===== src/hdl/mspd_pkg.sv =====
// Shared constants, state encoding and control structs for the packet deframer.
package mspd_pkg;

  localparam int DEF_WINDOW_BYTES = 200;
  localparam int DEF_MARKER_COUNT = 4;
  localparam int DEF_MAX_PACKET   = 45;

  localparam int DATA_W = 8;
  localparam int SIZE_W = 6;

  localparam logic [DATA_W-1:0] MARKER_VALUE = 8'hff;

  typedef enum logic [2:0] {
    ST_IDLE,
    ST_MARK_RD,
    ST_MARK_CMP,
    ST_EMIT_RD,
    ST_EMIT_WR
  } state_t;

  // controller -> datapath
  typedef struct packed {
    logic shift;      // write new byte at head, restart marker/byte counters
    logic mark_rd;    // read window at current marker offset
    logic mark_next;  // advance to next marker offset
    logic emit_rd;    // read window at packet byte offset
    logic emit_next;  // advance packet byte counter
    logic out_load;   // load output register from read data
  } cmd_t;

  // datapath -> controller
  typedef struct packed {
    logic disabled;     // packet size above maximum
    logic size_zero;    // empty packet
    logic marker_hit;   // last read byte is a marker
    logic marker_last;  // current marker is the final one
    logic byte_last;    // current packet byte is the final one
    logic out_free;     // output register can take a byte this cycle
  } status_t;

endpackage


===== src/hdl/mspd_ctrl.sv =====
// Controller state machine sequencing window write, marker tests and packet readout.
module mspd_ctrl (
  input  logic              clk,
  input  logic              rst,
  input  logic              in_valid,
  output logic              in_stall,
  input  mspd_pkg::status_t status,
  output mspd_pkg::cmd_t    cmd
);

  mspd_pkg::state_t state;
  mspd_pkg::state_t state_next;

  always_ff @(posedge clk) begin
    if (rst) begin
      state <= mspd_pkg::ST_IDLE;
    end else begin
      state <= state_next;
    end
  end

  always_comb begin
    state_next = state;
    cmd        = '0;
    in_stall   = 1'b1;
    unique case (state)
      mspd_pkg::ST_IDLE: begin
        in_stall = 1'b0;
        // disabled size: transaction taken and dropped
        if (in_valid && !status.disabled) begin
          cmd.shift  = 1'b1;
          state_next = mspd_pkg::ST_MARK_RD;
        end
      end
      mspd_pkg::ST_MARK_RD: begin
        cmd.mark_rd = 1'b1;
        state_next  = mspd_pkg::ST_MARK_CMP;
      end
      mspd_pkg::ST_MARK_CMP: begin
        priority if (!status.marker_hit) begin
          state_next = mspd_pkg::ST_IDLE;
        end else if (status.marker_last) begin
          state_next = status.size_zero ? mspd_pkg::ST_IDLE : mspd_pkg::ST_EMIT_RD;
        end else begin
          cmd.mark_next = 1'b1;
          state_next    = mspd_pkg::ST_MARK_RD;
        end
      end
      mspd_pkg::ST_EMIT_RD: begin
        cmd.emit_rd = 1'b1;
        state_next  = mspd_pkg::ST_EMIT_WR;
      end
      mspd_pkg::ST_EMIT_WR: begin
        if (status.out_free) begin
          cmd.out_load = 1'b1;
          if (status.byte_last) begin
            state_next = mspd_pkg::ST_IDLE;
          end else begin
            cmd.emit_next = 1'b1;
            state_next    = mspd_pkg::ST_EMIT_RD;
          end
        end
      end
      default: begin
        state_next = mspd_pkg::ST_IDLE;
      end
    endcase
  end

endmodule


===== src/hdl/mspd_datapath.sv =====
// Datapath: circular window memory, offset counters, size register and output register.
module mspd_datapath #(
  parameter int WINDOW_BYTES = mspd_pkg::DEF_WINDOW_BYTES,
  parameter int MARKER_COUNT = mspd_pkg::DEF_MARKER_COUNT,
  parameter int MAX_PACKET   = mspd_pkg::DEF_MAX_PACKET
) (
  input  logic                        clk,
  input  logic                        rst,
  input  logic                        cfg_we,
  input  logic [mspd_pkg::SIZE_W-1:0] cfg_data,
  input  logic [mspd_pkg::DATA_W-1:0] rx_byte,
  input  mspd_pkg::cmd_t              cmd,
  output mspd_pkg::status_t           status,
  output logic                        out_valid,
  input  logic                        out_stall,
  output logic [mspd_pkg::DATA_W-1:0] packet_byte,
  output logic [mspd_pkg::SIZE_W-1:0] byte_index,
  output logic                        last_byte
);

  localparam int AW = $clog2(WINDOW_BYTES);
  localparam int FW = $clog2(WINDOW_BYTES + 1);
  localparam int MW = (MARKER_COUNT > 2) ? $clog2(MARKER_COUNT) : 1;
  localparam int SW = mspd_pkg::SIZE_W;
  localparam int DW = mspd_pkg::DATA_W;

  localparam logic [AW:0]   WinSize  = (AW+1)'(WINDOW_BYTES);
  localparam logic [AW-1:0] HeadLast = AW'(WINDOW_BYTES - 1);
  localparam logic [FW-1:0] FillFull = FW'(WINDOW_BYTES);
  localparam logic [MW-1:0] MarkLast = MW'(MARKER_COUNT - 1);
  localparam logic [SW-1:0] SizeMax  = SW'(MAX_PACKET);

  logic [DW-1:0] mem [WINDOW_BYTES];

  logic [SW-1:0] packet_size;
  logic [AW-1:0] head;       // physical address of window position 0
  logic [FW-1:0] fill;       // entries written since reset
  logic [MW-1:0] mark;
  logic [AW-1:0] mark_pos;
  logic [SW-1:0] k;
  logic [DW-1:0] rd_data;
  logic          rd_ok;

  logic [AW-1:0] rd_off;
  logic [AW:0]   addr_sum;
  logic [AW-1:0] rd_addr;
  logic          rd_en;

  always_ff @(posedge clk) begin
    if (rst) begin
      packet_size <= '0;
    end else if (cfg_we) begin
      packet_size <= cfg_data;
    end
  end

  always_ff @(posedge clk) begin
    if (rst) begin
      head <= '0;
      fill <= '0;
    end else if (cmd.shift) begin
      head <= (head == HeadLast) ? '0 : head + AW'(1);
      if (fill != FillFull) begin
        fill <= fill + FW'(1);
      end
    end
  end

  always_ff @(posedge clk) begin
    if (cmd.shift) begin
      mark     <= '0;
      mark_pos <= '0;
      k        <= '0;
    end else begin
      if (cmd.mark_next) begin
        mark     <= mark + MW'(1);
        mark_pos <= mark_pos + AW'(packet_size) + AW'(1);
      end
      if (cmd.emit_next) begin
        k <= k + SW'(1);
      end
    end
  end

  // logical offset -> physical address, one wrap at most
  assign rd_en    = cmd.mark_rd || cmd.emit_rd;
  assign rd_off   = cmd.mark_rd ? mark_pos : AW'(k) + AW'(1);
  assign addr_sum = {1'b0, head} + {1'b0, rd_off};
  assign rd_addr  = (addr_sum >= WinSize) ? AW'(addr_sum - WinSize) : addr_sum[AW-1:0];

  always_ff @(posedge clk) begin
    if (cmd.shift) begin
      mem[head] <= rx_byte;
    end
    if (rd_en) begin
      rd_data <= mem[rd_addr];
    end
  end

  // never-written entries read as zero
  always_ff @(posedge clk) begin
    if (rst) begin
      rd_ok <= 1'b0;
    end else if (rd_en) begin
      rd_ok <= FW'(rd_addr) < fill;
    end
  end

  always_ff @(posedge clk) begin
    if (rst) begin
      out_valid <= 1'b0;
    end else if (cmd.out_load) begin
      out_valid <= 1'b1;
    end else if (!out_stall) begin
      out_valid <= 1'b0;
    end
  end

  always_ff @(posedge clk) begin
    if (cmd.out_load) begin
      packet_byte <= rd_ok ? rd_data : '0;
      byte_index  <= k;
      last_byte   <= status.byte_last;
    end
  end

  always_comb begin
    status.disabled    = packet_size > SizeMax;
    status.size_zero   = packet_size == '0;
    status.marker_hit  = rd_ok && (rd_data == mspd_pkg::MARKER_VALUE);
    status.marker_last = mark == MarkLast;
    status.byte_last   = ({1'b0, k} + (SW+1)'(1)) == {1'b0, packet_size};
    status.out_free    = !out_valid || !out_stall;
  end

endmodule


===== src/hdl/marker_spaced_packet_deframer.sv =====
// Sequence: accept; each marker test is one window read then one compare, until a miss or
//   the final marker; then each packet byte is a window read then a load into the output reg.
// Throughput: one transaction at a time; no new one is taken until its marker tests and, on
//   a match, its packet readout finish; readout waits while a stall holds the output register.
// Reset: sync, active high; window reads as zeros through a fill count (no clearing pass),
//   packet size returns to 0, output register empties.
module marker_spaced_packet_deframer #(
  parameter int WINDOW_BYTES = mspd_pkg::DEF_WINDOW_BYTES,
  parameter int MARKER_COUNT = mspd_pkg::DEF_MARKER_COUNT,
  parameter int MAX_PACKET   = mspd_pkg::DEF_MAX_PACKET
) (
  input  logic                        clk,
  input  logic                        rst,
  // configuration: packet size register
  input  logic                        cfg_we,
  input  logic [mspd_pkg::SIZE_W-1:0] cfg_data,
  // received byte stream
  input  logic                        in_valid,
  output logic                        in_stall,
  input  logic [mspd_pkg::DATA_W-1:0] rx_byte,
  // packet byte stream
  output logic                        out_valid,
  input  logic                        out_stall,
  output logic [mspd_pkg::DATA_W-1:0] packet_byte,
  output logic [mspd_pkg::SIZE_W-1:0] byte_index,
  output logic                        last_byte
);

  // Window is a circular buffer: a transaction overwrites the oldest byte at head
  // and advances head, so logical position i lives at head+i (mod window size).
  mspd_pkg::cmd_t    cmd;
  mspd_pkg::status_t status;

  mspd_ctrl u_ctrl (
    .clk      (clk),
    .rst      (rst),
    .in_valid (in_valid),
    .in_stall (in_stall),
    .status   (status),
    .cmd      (cmd)
  );

  // Output register decouples readout: a new input transaction is taken
  // while the last packet byte still waits downstream.
  mspd_datapath #(
    .WINDOW_BYTES (WINDOW_BYTES),
    .MARKER_COUNT (MARKER_COUNT),
    .MAX_PACKET   (MAX_PACKET)
  ) u_dp (
    .clk         (clk),
    .rst         (rst),
    .cfg_we      (cfg_we),
    .cfg_data    (cfg_data),
    .rx_byte     (rx_byte),
    .cmd         (cmd),
    .status      (status),
    .out_valid   (out_valid),
    .out_stall   (out_stall),
    .packet_byte (packet_byte),
    .byte_index  (byte_index),
    .last_byte   (last_byte)
  );

  // window written only on an accepted, enabled transaction
  a_shift_on_accept: assert property (@(posedge clk) disable iff (rst)
    cmd.shift |-> (in_valid && !in_stall))
    else $error("window shift without input transaction");

  // output register never overwritten while a byte is held
  a_no_overwrite: assert property (@(posedge clk) disable iff (rst)
    cmd.out_load |-> (!out_valid || !out_stall))
    else $error("output register overwritten");

  // single read port: marker and packet reads never collide
  a_one_read: assert property (@(posedge clk) disable iff (rst)
    !(cmd.mark_rd && cmd.emit_rd))
    else $error("two window reads in one cycle");

  // a loaded byte is presented in the following cycle
  a_load_shows: assert property (@(posedge clk) disable iff (rst)
    cmd.out_load |=> out_valid)
    else $error("loaded byte not presented");

endmodule

===== config.mk =====
export PLATFORM = sky130hd
export DESIGN_NAME = marker_spaced_packet_deframer
export DESIGN_NICKNAME = d
export VERILOG_FILES = /design/src/hdl/mspd_pkg.sv /design/src/hdl/mspd_ctrl.sv /design/src/hdl/mspd_datapath.sv /design/src/hdl/marker_spaced_packet_deframer.sv
export SDC_FILE = /design/constraint.sdc
export NUM_CORES = 2
export LEC_CHECK = 0
export BUFFER_PORTS_ARGS = -buffer_cell sky130_fd_sc_hd__clkbuf_2
export CAP_MARGIN = 25
export CORE_MARGIN = 4
export CORE_UTILIZATION = 30
export DETAILED_ROUTE_END_ITERATION = 7
export PLACE_DENSITY = 0.41
export SLEW_MARGIN = 15
export SYNTH_ARGS = -nofsm -noshare
export SYNTH_HDL_FRONTEND = slang
export SYNTH_SLANG_ARGS = --single-unit

===== constraint.sdc =====
create_clock -name clk -period 7.75 [get_ports clk]
set_input_delay 0.775 -clock clk [delete_from_list [all_inputs] [get_ports clk]]
set_output_delay 0.775 -clock clk [all_outputs]
set_load 0.005 [all_outputs]

==> metrics.txt <==
sequential power share 44.3%; clk buf depth 3; Hold-fix buffers, CTS 0; initial antenna violation count 34; most common cell after layout, fill and taps aside edfxtp_1; Die W 479 microns; internal power 16.4 mW; CORE AREA 220000 sq um; GRT Util Overall between 15 and 20%; Worst Skew 37.9 ps; die area 229000 sq um; Layout area overhead 14.4%; Root Buffer clkbuf_16; fmax 137 MHz; reg-to-reg endpoint u_dp.rd_data[4]; CTS buffer count 185; status finished, final reports clean; FP Rows 172; Req. time, crit path a little over 8000 ps; syn nets 3471; Netlist cell types between 70 and 80; asr flop ratio synth 0%; Reg2Reg Launch Point u_ctrl.state[2]; RSZ-0062 raised after global routing false; final hold viol count 0; Cells after Synth 3420; H-Tree Depth 4; pin count of the biggest net entering global routing 137; Clock Latency Late Sink 840 ps; Final Max Slew Viols 0; first-pass GRT wire length about 280000 microns; Layout Nets roughly 3600; Final WS setup 443 ps; Top FF cell, synth edfxtp_1; CTS tree built; synth warn 0; number of flops mapped to enable cells by yosys 1623; CP Class flip-flop to flip-flop; Post-CTS Repair Setup Buffers 0; Via density 5.07; P_leak 23.3 nW; die height about 480 microns; #FFs+latches synth between 1500 and 2000; Min-Delay Endpoint u_dp.packet_size[3]; switching power approximately 6.1 mW; period utilization 94.3%; global placer's final weighted congestion 0.814; max cap viols 0; share of layout cells above drive strength 1 between 20% and 30%; post-route ant nets 0; worst slew pin tran 1110 ps; Setup TNS 0 ps; worst rel slew slack 26.1%; Tot Pwr 22.5 mW; DR DRC count 0; worst hold path depth 3; Comb power frac 18.3%; Post-Syn Area per Cell 19.5 sq um; synthesized area 66600 sq um; Routed Wire Length ~200000 microns; I/O pin count 36; CTS Sinks roughly 1700; Critical Path Start Type flip-flop; Iter 0 DRT Violations around 3200; Seq/Total Area, Yosys 74.5%; Initial Util 30.2%; Port Buf Inserts 35; CP Capture Type flip-flop; Peak supply drop 227 uV; Hold Path Class input pin to flip-flop; Setup Viol. Count Final 0; Fillers between 20000 and 25000; Post-DP HPWL between 100000 and 150000 microns; min Tclk post-route roughly 7300 ps; hold_sp cfg_data[3]; via count 33532; r2r setup slk 440 ps; Overflow after GRT 0; CP max FO 26; PD cells 295 nW/um^2; vias in the first global route 33940; most frequent cells in the layout 1623 x edfxtp_1, 424 x mux4_2, 262 x nor2_1; reg2reg path depth 21; Worst-path clk slew roughly 60 ps; Post-CTS Resized 0; CP arrival roughly 7800 ps; Place WS 726 ps; first drt pass iteration count 7; DR WL/cell between 30 and 40 microns; Switching Fraction between 20% and 30%; clock share of power 37.4%
==> per-stage QoR <==
stage | hold WS, ps | cells | utilization, % | area, sq um
floorplan | 454 | 3420 | - | 66600
global placement | 471 | 6272 | 31.9 | 70300
detailed placement | 482 | 6278 | 32.0 | 70400
CTS | 98.8 | 6614 | 34.6 | 76100
global route | 153 | 6618 | 34.6 | 76100
finish | 181 | 6619 | 34.6 | 76200
==> cells in the mapped netlist (all sizes together), types with 32 or more instances <==
master,instances,area [sq um]
a21oi,94,500
clkbuf,128,480
nand3,37,185
and3,43,269
mux4,424,9550
buf,71,352
o21ai,69,345
a211oi,58,445
nand2,200,751
nor2,266,1010
a221oi,32,280
dfxtp,43,861
edfxtp,1623,48700
==> power groups by stage <==
| stage | Clock, mW | Combinational, mW | Sequential, mW |
|---|---|---|---|
| after CTS | 8.64 | 4.22 | 9.96 |
| after global placement | 0 | 4.24 | 10.1 |
| after detailed placement | 0 | 4.21 | 10.1 |
| final | 8.41 | 4.11 | 9.96 |
| after global routing | 9.03 | 4.37 | 9.96 |
| after floorplan | 0 | 2.58 | 10.1 |
==> layer usage <==
metal / up-vias / track usage (%) / part of all wire (%)
li1: 14244 / - / -
met1: 18168 / 24.7 / 45
met2: 925 / 27.6 / 48
met3: 195 / 2.69 / 5.3
met4: 0 / 3.92 / 1.8
met5: - / 0 / 0
==> cells by family (layout without fill, tap and decap cells) <==
kind of cell    after synthesis  in the layout  synth area share [%]
flops                      1666           1666                  74.5
other cells                   0              2                     0
fa+ha+maj                    32             32                 0.624
buf+inv                     224            463                  1.39
xor+xnor                     36             36                 0.474
simple gates                635            635                  4.20
compound gates              354            354                  3.65
mux                         473            473                  15.1
==> worst max-delay path, cell delays in order (launching register included) <==
cell and delay [ps]:
dfxtp_1 340, nand2b_1 210, inv_1 470, nand2b_1 310, nor2_1 160, a21oi_1 80, ha_4 210, fa_4 500
a211o_1 390, o21a_1 180, xnor2_1 230, ha_1 200, inv_1 80, a2111oi_0 500, a211oi_1 220, o21ai_4 570
buf_4 470, nand2_1 410, a21oi_1 250, a211oi_1 100, o21ai_0 890, a32oi_1 200
==> registers in the layout, summed over array words and instances, names as in the netlist <==
| name | flops |
|---|---|
| u_dp.head | 8 |
| u_ctrl.state | 3 |
| u_dp.byte_index | 6 |
| u_dp.mem | 1600 |
| u_dp.packet_size | 6 |
| u_dp.rd_ok | 1 |
| u_dp.mark_pos | 8 |
| u_dp.k | 6 |
| u_dp.packet_byte | 8 |
| u_dp.last_byte | 1 |
| u_dp.out_valid | 1 |
| u_dp.fill | 8 |
| u_dp.rd_data | 8 |
| u_dp.mark | 2 |
==> how the worst max path moves through the flow <==
stage	slack (ps)	from	cells past startpoint	endpoint
4_1_cts	670	u_ctrl.state[2]	21	u_dp.rd_data[7]
6_report	440	u_ctrl.state[2]	21	u_dp.rd_data[4]
2_1_floorplan	2040	u_ctrl.state[2]	31	u_dp.rd_ok
3_5_place_dp	730	u_ctrl.state[2]	21	u_dp.rd_data[7]
5_1_grt	70	u_ctrl.state[2]	21	u_dp.rd_data[5]
3_3_place_gp	690	u_ctrl.state[2]	21	u_dp.rd_data[4]
==> final cells by class <==
class	instances	area, sq um	area share [%]
tap	2958	3700	4.86
antenna	2	5.00	0.00657
timing repair buffer	102	902	1.18
multi-input combinational	1530	16100	21.2
clock inverter	103	870	1.14
clock buffer	233	4870	6.40
sequential	1666	49600	65.1
inverter	25	95.1	0.125
No activity file was read; power rests on OpenSTA's default activity.
